$ cat src/hdl/wld_pkg.sv
`timescale 1ns / 1ps

package wld_pkg;

    // defaults for the top-level parameters
    localparam int MAX_INTERP_DEF = 63;
    localparam int COORD_BITS_DEF = 24;

    // step register
    localparam int          STEP_BITS  = 16;
    localparam logic [15:0] STEP_RESET = 16'd100;

    // a segment with any axis delta at or above 2**BIG_SHIFT saturates
    localparam int BIG_SHIFT = 22;
    // magnitude width fed to the serial squarer
    localparam int SQ_MB     = 22;
    // width of the sum of squares and of the square search
    localparam int SUM_BITS  = 46;
    // width of the serial step*step product
    localparam int STEP_SQ_BITS = 2 * STEP_BITS;

endpackage

$ cat src/hdl/wld_div.sv
`timescale 1ns / 1ps

// Restoring divider, one quotient bit per cycle.
module wld_div #(
    parameter int NW = 24,
    parameter int DW = 7
) (
    input  logic          clk,
    input  logic          rst_n,
    input  logic          start,
    input  logic [NW-1:0] dividend,
    input  logic [DW-1:0] divisor,
    output logic          busy,
    output logic [NW-1:0] quot,
    output logic [DW-1:0] rem
);

    localparam int CB = $clog2(NW + 1);

    logic          busy_reg;
    logic [CB-1:0] cnt_reg;
    logic [NW-1:0] quo_reg;
    logic [DW-1:0] rem_reg;

    logic [DW:0]   trial;
    logic          ge;
    logic [DW:0]   diff;

    // shift in the next dividend bit and try a subtract
    assign trial = {rem_reg, quo_reg[NW-1]};
    assign ge    = trial >= {1'b0, divisor};
    assign diff  = trial - {1'b0, divisor};

    always_ff @(posedge clk or negedge rst_n)
    begin
        if (!rst_n)
        begin
            busy_reg <= 1'b0;
            cnt_reg  <= '0;
        end
        else if (start)
        begin
            busy_reg <= 1'b1;
            cnt_reg  <= '0;
        end
        else if (busy_reg)
        begin
            cnt_reg <= cnt_reg + 1'b1;
            if (cnt_reg == CB'(NW - 1))
                busy_reg <= 1'b0;
        end
    end

    always_ff @(posedge clk)
    begin
        if (start)
        begin
            quo_reg <= dividend;
            rem_reg <= '0;
        end
        else if (busy_reg)
        begin
            quo_reg <= {quo_reg[NW-2:0], ge};
            rem_reg <= ge ? diff[DW-1:0] : trial[DW-1:0];
        end
    end

    assign busy = busy_reg;
    assign quot = quo_reg;
    assign rem  = rem_reg;

endmodule

$ cat src/hdl/waypoint_linear_densifier_top.sv
`timescale 1ns / 1ps

// Densifies a 3D waypoint stream. The first point of a path, and every point while
// step_length is zero, comes out unchanged when the output register is free. A later
// point closes a segment: n = clamp(floor(len/step_length), 1, MAX_INTERP) interior
// points come out, then the point itself; a repeat of the previous point gives
// nothing. A segment passes through a delta check, bit-serial squaring of each axis
// (skipped when a delta reaches 2**22 and n saturates), a square search for n,
// bit-serial division by n + 1, and then emission of one point per cycle while the
// output register is free. One point is processed at a time; the output register
// holds a result while the next waits.
module waypoint_linear_densifier_top #(
    parameter int MAX_INTERP = wld_pkg::MAX_INTERP_DEF,
    parameter int COORD_BITS = wld_pkg::COORD_BITS_DEF
) (
    input  logic clk,
    input  logic rst_n,
    // fields from bit 0: pos_x, pos_y, pos_z
    input  logic [((3*COORD_BITS+7)/8)*8-1:0] s_axis_tdata,
    // path_start
    input  logic                              s_axis_tuser,
    input  logic                              s_axis_tvalid,
    output logic                              s_axis_tready,
    // fields from bit 0: out_x, out_y, out_z
    output logic [((3*COORD_BITS+7)/8)*8-1:0] m_axis_tdata,
    // is_original
    output logic                              m_axis_tuser,
    // run_last
    output logic                              m_axis_tlast,
    output logic                              m_axis_tvalid,
    input  logic                              m_axis_tready,
    input  logic                              cfg_we,
    input  logic [wld_pkg::STEP_BITS-1:0]     cfg_data
);

    localparam int CW = COORD_BITS;
    localparam int KW = $clog2(MAX_INTERP + 2);
    localparam int DWB = ((3*CW+7)/8)*8;
    localparam int SB = wld_pkg::SUM_BITS;
    localparam int MB = wld_pkg::SQ_MB;
    localparam int QB = wld_pkg::STEP_SQ_BITS;
    localparam int BB = $clog2(MB);

    typedef enum logic [2:0] {
        ST_IDLE, ST_CHK, ST_SQ, ST_SRCH, ST_DIVS, ST_DIVW, ST_EMIT, ST_ORIG
    } state_t;

    state_t state_reg;

    logic [wld_pkg::STEP_BITS-1:0] step_reg;
    logic                          have_prev_reg;
    logic signed [CW-1:0]          prev_reg [3];
    logic signed [CW-1:0]          cur_reg  [3];
    logic [CW-1:0]                 dmag_reg [3];
    logic                          dneg_reg [3];

    // squaring and search
    logic [1:0]    axis_reg;
    logic [BB-1:0] bit_reg;
    logic [SB-1:0] s_reg;
    logic [SB-1:0] msh_reg;
    logic [MB-1:0] mpl_reg;
    logic [QB-1:0] qacc_reg;
    logic [QB-1:0] qsh_reg;
    logic [wld_pkg::STEP_BITS-1:0] qmp_reg;
    logic [SB-1:0] sq_reg;
    logic [SB-1:0] inc_reg;
    logic [KW-1:0] n_reg;
    logic [KW-1:0] k_reg;

    // emission
    logic [CW-1:0] accq_reg [3];
    logic [KW-1:0] accr_reg [3];

    // output register
    logic          out_valid_reg;
    logic [CW-1:0] out_reg [3];
    logic          out_orig_reg;
    logic          out_last_reg;

    logic          slot_free;
    logic          out_load;
    logic [KW-1:0] dvs;
    logic          div_busy [3];
    logic [CW-1:0] div_q [3];
    logic [KW-1:0] div_r [3];

    logic signed [CW:0] dlt [3];
    logic [CW:0]        dabs [3];
    logic               big_any;
    logic               zero_all;
    logic [SB-1:0]      sq_next;
    logic [KW:0]        r_sum [3];
    logic [CW-1:0]      q_next [3];
    logic [KW-1:0]      r_next [3];
    logic signed [CW:0] pt [3];
    logic [MB-1:0]      mag_next;

    assign slot_free     = !out_valid_reg || m_axis_tready;
    assign out_load      = slot_free && (state_reg == ST_EMIT || state_reg == ST_ORIG);
    assign s_axis_tready = (state_reg == ST_IDLE);
    assign dvs           = n_reg + 1'b1;

    // segment deltas and magnitudes
    always_comb
    begin
        big_any  = 1'b0;
        zero_all = 1'b1;
        for (int a = 0; a < 3; a++)
        begin
            dlt[a]  = {cur_reg[a][CW-1], cur_reg[a]} - {prev_reg[a][CW-1], prev_reg[a]};
            dabs[a] = dlt[a][CW] ? -dlt[a] : dlt[a];
            if ((dabs[a][CW-1:0] >> wld_pkg::BIG_SHIFT) != '0)
                big_any = 1'b1;
            if (dlt[a] != '0)
                zero_all = 1'b0;
        end
    end

    // next axis magnitude for the squarer
    always_comb
    begin
        case (axis_reg)
            2'd0:    mag_next = MB'(dmag_reg[1]);
            default: mag_next = MB'(dmag_reg[2]);
        endcase
    end

    assign sq_next = sq_reg + inc_reg;

    // accumulate k*|d|/(n+1) with rounding offset in the remainder
    always_comb
    begin
        for (int a = 0; a < 3; a++)
        begin
            r_sum[a]  = {1'b0, accr_reg[a]} + {1'b0, div_r[a]};
            q_next[a] = accq_reg[a] + div_q[a];
            r_next[a] = r_sum[a][KW-1:0];
            if (r_sum[a] >= {1'b0, dvs})
            begin
                r_next[a] = KW'(r_sum[a] - {1'b0, dvs});
                q_next[a] = q_next[a] + 1'b1;
            end
            pt[a] = dneg_reg[a]
                  ? {prev_reg[a][CW-1], prev_reg[a]} - {1'b0, q_next[a]}
                  : {prev_reg[a][CW-1], prev_reg[a]} + {1'b0, q_next[a]};
        end
    end

    // one divider per axis
    for (genvar g = 0; g < 3; g++)
    begin : g_div
        wld_div #(
            .NW (CW),
            .DW (KW)
        ) u_div (
            .clk      (clk),
            .rst_n    (rst_n),
            .start    (state_reg == ST_DIVS),
            .dividend (dmag_reg[g]),
            .divisor  (dvs),
            .busy     (div_busy[g]),
            .quot     (div_q[g]),
            .rem      (div_r[g])
        );
    end

    // step register
    always_ff @(posedge clk or negedge rst_n)
    begin
        if (!rst_n)
            step_reg <= wld_pkg::STEP_RESET;
        else if (cfg_we)
            step_reg <= cfg_data;
    end

    // sequencer and output register
    always_ff @(posedge clk or negedge rst_n)
    begin
        if (!rst_n)
        begin
            state_reg     <= ST_IDLE;
            have_prev_reg <= 1'b0;
            out_valid_reg <= 1'b0;
            for (int a = 0; a < 3; a++)
                prev_reg[a] <= '0;
        end
        else
        begin
            if (out_valid_reg && m_axis_tready && !out_load)
                out_valid_reg <= 1'b0;
            case (state_reg)
                ST_IDLE:
                begin
                    if (s_axis_tvalid)
                    begin
                        for (int a = 0; a < 3; a++)
                            cur_reg[a] <= s_axis_tdata[a*CW +: CW];
                        if (s_axis_tuser || !have_prev_reg || step_reg == '0)
                            state_reg <= ST_ORIG;
                        else
                            state_reg <= ST_CHK;
                    end
                end
                ST_CHK:
                begin
                    for (int a = 0; a < 3; a++)
                    begin
                        dmag_reg[a] <= dabs[a][CW-1:0];
                        dneg_reg[a] <= dlt[a][CW];
                    end
                    axis_reg <= 2'd0;
                    bit_reg  <= '0;
                    s_reg    <= '0;
                    msh_reg  <= SB'(MB'(dabs[0][CW-1:0]));
                    mpl_reg  <= MB'(dabs[0][CW-1:0]);
                    qacc_reg <= '0;
                    qsh_reg  <= QB'(step_reg);
                    qmp_reg  <= step_reg;
                    n_reg    <= KW'(MAX_INTERP);
                    if (zero_all)
                        state_reg <= ST_IDLE;
                    else if (big_any)
                        state_reg <= ST_DIVS;
                    else
                        state_reg <= ST_SQ;
                end
                ST_SQ:
                begin
                    // shift-add: one multiplier bit per cycle
                    if (mpl_reg[0])
                        s_reg <= s_reg + msh_reg;
                    if (qmp_reg[0])
                        qacc_reg <= qacc_reg + qsh_reg;
                    qsh_reg <= qsh_reg << 1;
                    qmp_reg <= qmp_reg >> 1;
                    if (bit_reg == BB'(MB - 1))
                    begin
                        bit_reg  <= '0;
                        axis_reg <= axis_reg + 1'b1;
                        msh_reg  <= SB'(mag_next);
                        mpl_reg  <= mag_next;
                        if (axis_reg == 2'd2)
                        begin
                            sq_reg    <= SB'(qacc_reg);
                            inc_reg   <= SB'(qacc_reg) + (SB'(qacc_reg) << 1);
                            k_reg     <= KW'(1);
                            n_reg     <= KW'(1);
                            state_reg <= ST_SRCH;
                        end
                    end
                    else
                    begin
                        bit_reg <= bit_reg + 1'b1;
                        msh_reg <= msh_reg << 1;
                        mpl_reg <= mpl_reg >> 1;
                    end
                end
                ST_SRCH:
                begin
                    // (k+1)^2 q = k^2 q + (2k+1) q
                    if (k_reg == KW'(MAX_INTERP) || s_reg < sq_next)
                        state_reg <= ST_DIVS;
                    else
                    begin
                        k_reg   <= k_reg + 1'b1;
                        n_reg   <= k_reg + 1'b1;
                        sq_reg  <= sq_next;
                        inc_reg <= inc_reg + (SB'(qacc_reg) << 1);
                    end
                end
                ST_DIVS:
                begin
                    state_reg <= ST_DIVW;
                end
                ST_DIVW:
                begin
                    if (!div_busy[0])
                    begin
                        for (int a = 0; a < 3; a++)
                        begin
                            accq_reg[a] <= '0;
                            accr_reg[a] <= dvs >> 1;
                        end
                        k_reg     <= KW'(1);
                        state_reg <= ST_EMIT;
                    end
                end
                ST_EMIT:
                begin
                    if (slot_free)
                    begin
                        for (int a = 0; a < 3; a++)
                        begin
                            accq_reg[a] <= q_next[a];
                            accr_reg[a] <= r_next[a];
                            out_reg[a]  <= pt[a][CW-1:0];
                        end
                        out_valid_reg <= 1'b1;
                        out_orig_reg  <= 1'b0;
                        out_last_reg  <= 1'b0;
                        if (k_reg == n_reg)
                            state_reg <= ST_ORIG;
                        else
                            k_reg <= k_reg + 1'b1;
                    end
                end
                ST_ORIG:
                begin
                    if (slot_free)
                    begin
                        for (int a = 0; a < 3; a++)
                        begin
                            out_reg[a]  <= cur_reg[a];
                            prev_reg[a] <= cur_reg[a];
                        end
                        out_valid_reg <= 1'b1;
                        out_orig_reg  <= 1'b1;
                        out_last_reg  <= 1'b1;
                        have_prev_reg <= 1'b1;
                        state_reg     <= ST_IDLE;
                    end
                end
                default:
                begin
                    state_reg <= ST_IDLE;
                end
            endcase
        end
    end

    assign m_axis_tvalid = out_valid_reg;
    assign m_axis_tuser  = out_orig_reg;
    assign m_axis_tlast  = out_last_reg;
    assign m_axis_tdata  = DWB'({out_reg[2], out_reg[1], out_reg[0]});

`ifndef SYNTHESIS
    a_n_range: assert property (@(posedge clk) disable iff (!rst_n)
        state_reg == ST_EMIT |-> n_reg >= KW'(1) && n_reg <= KW'(MAX_INTERP))
        else $error("interior count out of range");

    a_k_bound: assert property (@(posedge clk) disable iff (!rst_n)
        state_reg == ST_EMIT |-> k_reg >= KW'(1) && k_reg <= n_reg)
        else $error("emission index beyond interior count");

    a_rem_bound: assert property (@(posedge clk) disable iff (!rst_n)
        state_reg == ST_EMIT |-> accr_reg[0] < dvs && accr_reg[1] < dvs
                                 && accr_reg[2] < dvs)
        else $error("rounding remainder not below divisor");

    a_prev_set: assert property (@(posedge clk) disable iff (!rst_n)
        (state_reg == ST_ORIG && slot_free) |=> have_prev_reg && out_last_reg)
        else $error("original point did not update previous point");
`endif

endmodule
$ cat config.mk
export PLATFORM = sky130hd
export DESIGN_NAME = waypoint_linear_densifier_top
export DESIGN_NICKNAME = d
export VERILOG_FILES = /design/src/hdl/wld_pkg.sv /design/src/hdl/wld_div.sv /design/src/hdl/waypoint_linear_densifier_top.sv
export SDC_FILE = /design/constraint.sdc
export NUM_CORES = 2
export LEC_CHECK = 0
export BUFFER_PORTS_ARGS = -buffer_cell sky130_fd_sc_hd__buf_4
export CORE_MARGIN = 2
export CORE_UTILIZATION = 45
export DETAILED_ROUTE_END_ITERATION = 10
export GPL_TIMING_DRIVEN = 0
export PLACE_DENSITY = 0.64
export SYNTH_ARGS = -nofsm -noshare
export SYNTH_HDL_FRONTEND = slang
export SYNTH_SLANG_ARGS = --single-unit
export TNS_END_PERCENT = 50
$ cat constraint.sdc
create_clock -name clk -period 8.45 [get_ports clk]
set_input_delay 1.69 -clock clk [delete_from_list [all_inputs] [get_ports clk]]
set_output_delay 1.69 -clock clk [all_outputs]
set_load 0.03 [all_outputs]
==> flow_summary.ini <==
[timing]
hold_viol = 0
rsz0062_at_grt = true
skew_ns = 0.04549
final_max_slew_viol_count = 0
holdWs_ns = 0.5067
slew_headroom_pct = 9.170
setup-violations-final = 0
min_period_ns = 7.932
period_share_pct = 93.87
worstMarginPinSlew_ns = 1.362
timing.fmax_ghz = 0.1261

[critical_path]
crit_path_end = out_reg[0][23]$_DFFE_PP_
reg2reg_depth = 33
reg2reg_to = out_reg[0][23]$_DFFE_PP_
cp.arrival_ns = 8.45
criticalPathCategory = flip-flop to flip-flop
endpoint_kind = flip-flop
critPathRequiredTime_ns = 8.97
critPathMaxStageDelay_ns = 0.59
cp_num_buf_inv = 3
cp_top_family = compound AO/OA/AOI/OAI gates
cp_slowest_cell = nor3_1
cp.depth = 33
cp-start-kind = flip-flop
crit_start = g_div[0].u_div.rem[0]$_SDFFE_PP0P_
regToRegSetupSlack_ns = 0.52
r2r_start = g_div[0].u_div.rem[0]$_SDFFE_PP0P_
path_max_fanout = 10

[cells_and_area]
nets = 7088
area_delta_synth_final_pct = 12.81
stdcell_count = 8290
fin_area_um2 = 67380
post-route-util_pct = 51.19
drive_gt1_share_pct = 9.397
multi_input_area_um2 = 34290
seq_area_um2 = 23980
n_fill_cell = 11950

[routing]
drc = 0
wl_per_cell_um = 21.18
vias = 48250
dr.pass1.iters = 7
drt-vias-per-instance = 5.820
routed_wl_mm = 175.5
postRouteAntennaNets = 0
drt_iter0_drc = 3892

[clock_network]
cts_tree = done
cts_buffer_depth = 3
htree_levels = 3
numCtsBuffers = 98
clk_transition_reported_paths_ns = 0.06
clkLatencyLatePin_ns = 0.73
ctsRootBufferMaster = clkbuf_16
clock_sinks = 824

[synthesis]
synth_top_area_share_pct = 34.79
synthArstFlopShare_pct = 13.47
synthTopCellsByArea = edfxtp_1 (35%), ha_1 (11%), dfrtp_1 (4.5%), xnor2_1 (4.4%), xor2_1 (3.9%)
synth_fp_nets = 6799
syn_area_um2 = 59730
yosysWarnings = 0
synth_top_cell_by_area = edfxtp_1
netlist_instances = 6160
synth-edff-count = 692
synth_cell_types = 122
avgSynthCellArea_um2 = 9.696
synth-seq-area-share_pct = 40.15
synthFlopType = edfxtp_1
ys_ff_latch = 824

[run]
maxCapViolations = 0

[global_route]
grt_max_degree = 67
top_usage_layer = met2
antenna_found_initial = 4
met1_usage_pct = 32.90
overflow = 0
gr-usage-met3_pct = 3.012
grtUsageMet2_pct = 43.31
grt_pass1_vias = 46960
grt.total_usage_pct = 25.38
grt_pass1_wl_mm = 269.8

[floorplan]
die_h_um = 368.3
num_rows = 133
start_util_pct = 45.38
core_um2 = 131600
ioPinCount = 170
die_x_um = 368.3
die_area_um2 = 135700

[place]
dp_cells = 8103
portBuffers = 168
dpl_cell_area_um2 = 63710
dp_hpwl_mm = 137.6
gp_congestion = 0.9206

[worst_hold_path]
hold_class = flip-flop to flip-flop

[run_status]
status = finished, final reports clean
## through the flow
step,setup TNS [ns],setup WS (ns)
global route,-0.01757,-0.01757
detailed placement,-2.542,-0.4421
finish,0,0.5182
floorplan,-0.2718,-0.1359
global placement,-789.92,-5.109
CTS,0,0.06212
## kinds of logic (layout without fill, tap and decap cells)
| family | Yosys count | after routing | synth area share, % |
|---|---|---|---|
| buffers and inverters | 447 | 821 | 2.838 |
| AOI/OAI and AO/OA | 1733 | 1733 | 18.66 |
| DFF | 824 | 824 | 40.15 |
| adders and majority gates | 545 | 545 | 11.71 |
| other | 0 | 1 | 0 |
| and+or+nand+nor | 1894 | 1894 | 15.45 |
| xor gates and xnor gates | 578 | 578 | 8.664 |
| muxes | 139 | 139 | 2.524 |
## synth_stat cells (33+ instances only)
cell and instances:
a31oi_1 59, clkbuf_1 159, a211oi_1 78, nand2_1 513
o21ai_0 430, mux2_2 93, nand3_1 107, inv_1 263
and2_1 57, and3_1 105, nand4_1 52, o21a_1 69
dfrtp_1 108, ha_1 522, nor3_1 117, nor2_1 557
xnor2_1 298, edfxtp_1 692, or3_1 33, a21oi_1 442
nor2b_1 89, or2_2 37, o21bai_1 57, o31ai_1 40
nand2b_1 84, a21o_1 263, xor2_1 269, o211ai_1 36
mux2i_1 46
## routing by layer
metal  share of wire (%)  vias up
met5                   0        -
met4                 4.4        0
met3                 4.9      309
met2                  48     1336
met1                  43    23320
li1                    -    23280
## cell usage in the layout (no fill, tap or decap), types with 167 or more instances in the layout
cell / count
edfxtp_1: 692
clkbuf_1: 167
inv_1: 263
xnor2_1: 294
nand2_1: 512
ha_1: 522
o21ai_0: 426
a21oi_1: 438
a21o_1: 263
xor2_1: 265
nor2_1: 553
buf_4: 172
## worst min-delay path, delay by kind of cell (launching register included)
family,cells,cell delay [ns]
flops,1,0.33
compound gates,1,0.06
simple gates,1,0.07
## final cells by class
type / instances / share of cell area [%]
multi-input combinational: 4889 / 50.89
sequential: 824 / 35.59
clock buffer: 114 / 3.850
tap: 1755 / 3.259
timing repair buffer: 189 / 2.538
inverter: 264 / 1.471
clock inverter: 71 / 1.344
buffer: 183 / 1.049
antenna: 1 / 0.003714
## worst min path at each step
stage | start | end | slack (ns) | depth (start not counted)
3_3_place_gp | mpl_reg[3]$_DFFE_PP_ | mpl_reg[2]$_DFFE_PP_ | 0.50 | 1
2_1_floorplan | have_prev_reg$_DFFE_PN0P_ | have_prev_reg$_DFFE_PN0P_ | 0.44 | 1
6_report | g_div[2].u_div.rem[6]$_SDFFE_PP0P_ | g_div[2].u_div.rem[6]$_SDFFE_PP0P_ | 0.51 | 2
4_1_cts | g_div[2].u_div.rem[6]$_SDFFE_PP0P_ | g_div[2].u_div.rem[6]$_SDFFE_PP0P_ | 0.51 | 2
5_1_grt | mpl_reg[8]$_DFFE_PP_ | mpl_reg[7]$_DFFE_PP_ | 0.53 | 1
3_5_place_dp | g_div[2].u_div.rem[6]$_SDFFE_PP0P_ | g_div[2].u_div.rem[6]$_SDFFE_PP0P_ | 0.50 | 2
## timing repair
action / in CTS / in global routing
setup endpoints to repair: 12 / 14
cloned: 0 / 0
setup buffers: 0 / 1
hold buffers: 0 / 0
pin swaps: 0 / 2
gates resized for setup: 12 / 21
Power is not shown: default switching activity piles up to over one toggle a cycle in this logic, so the estimate is an artifact.
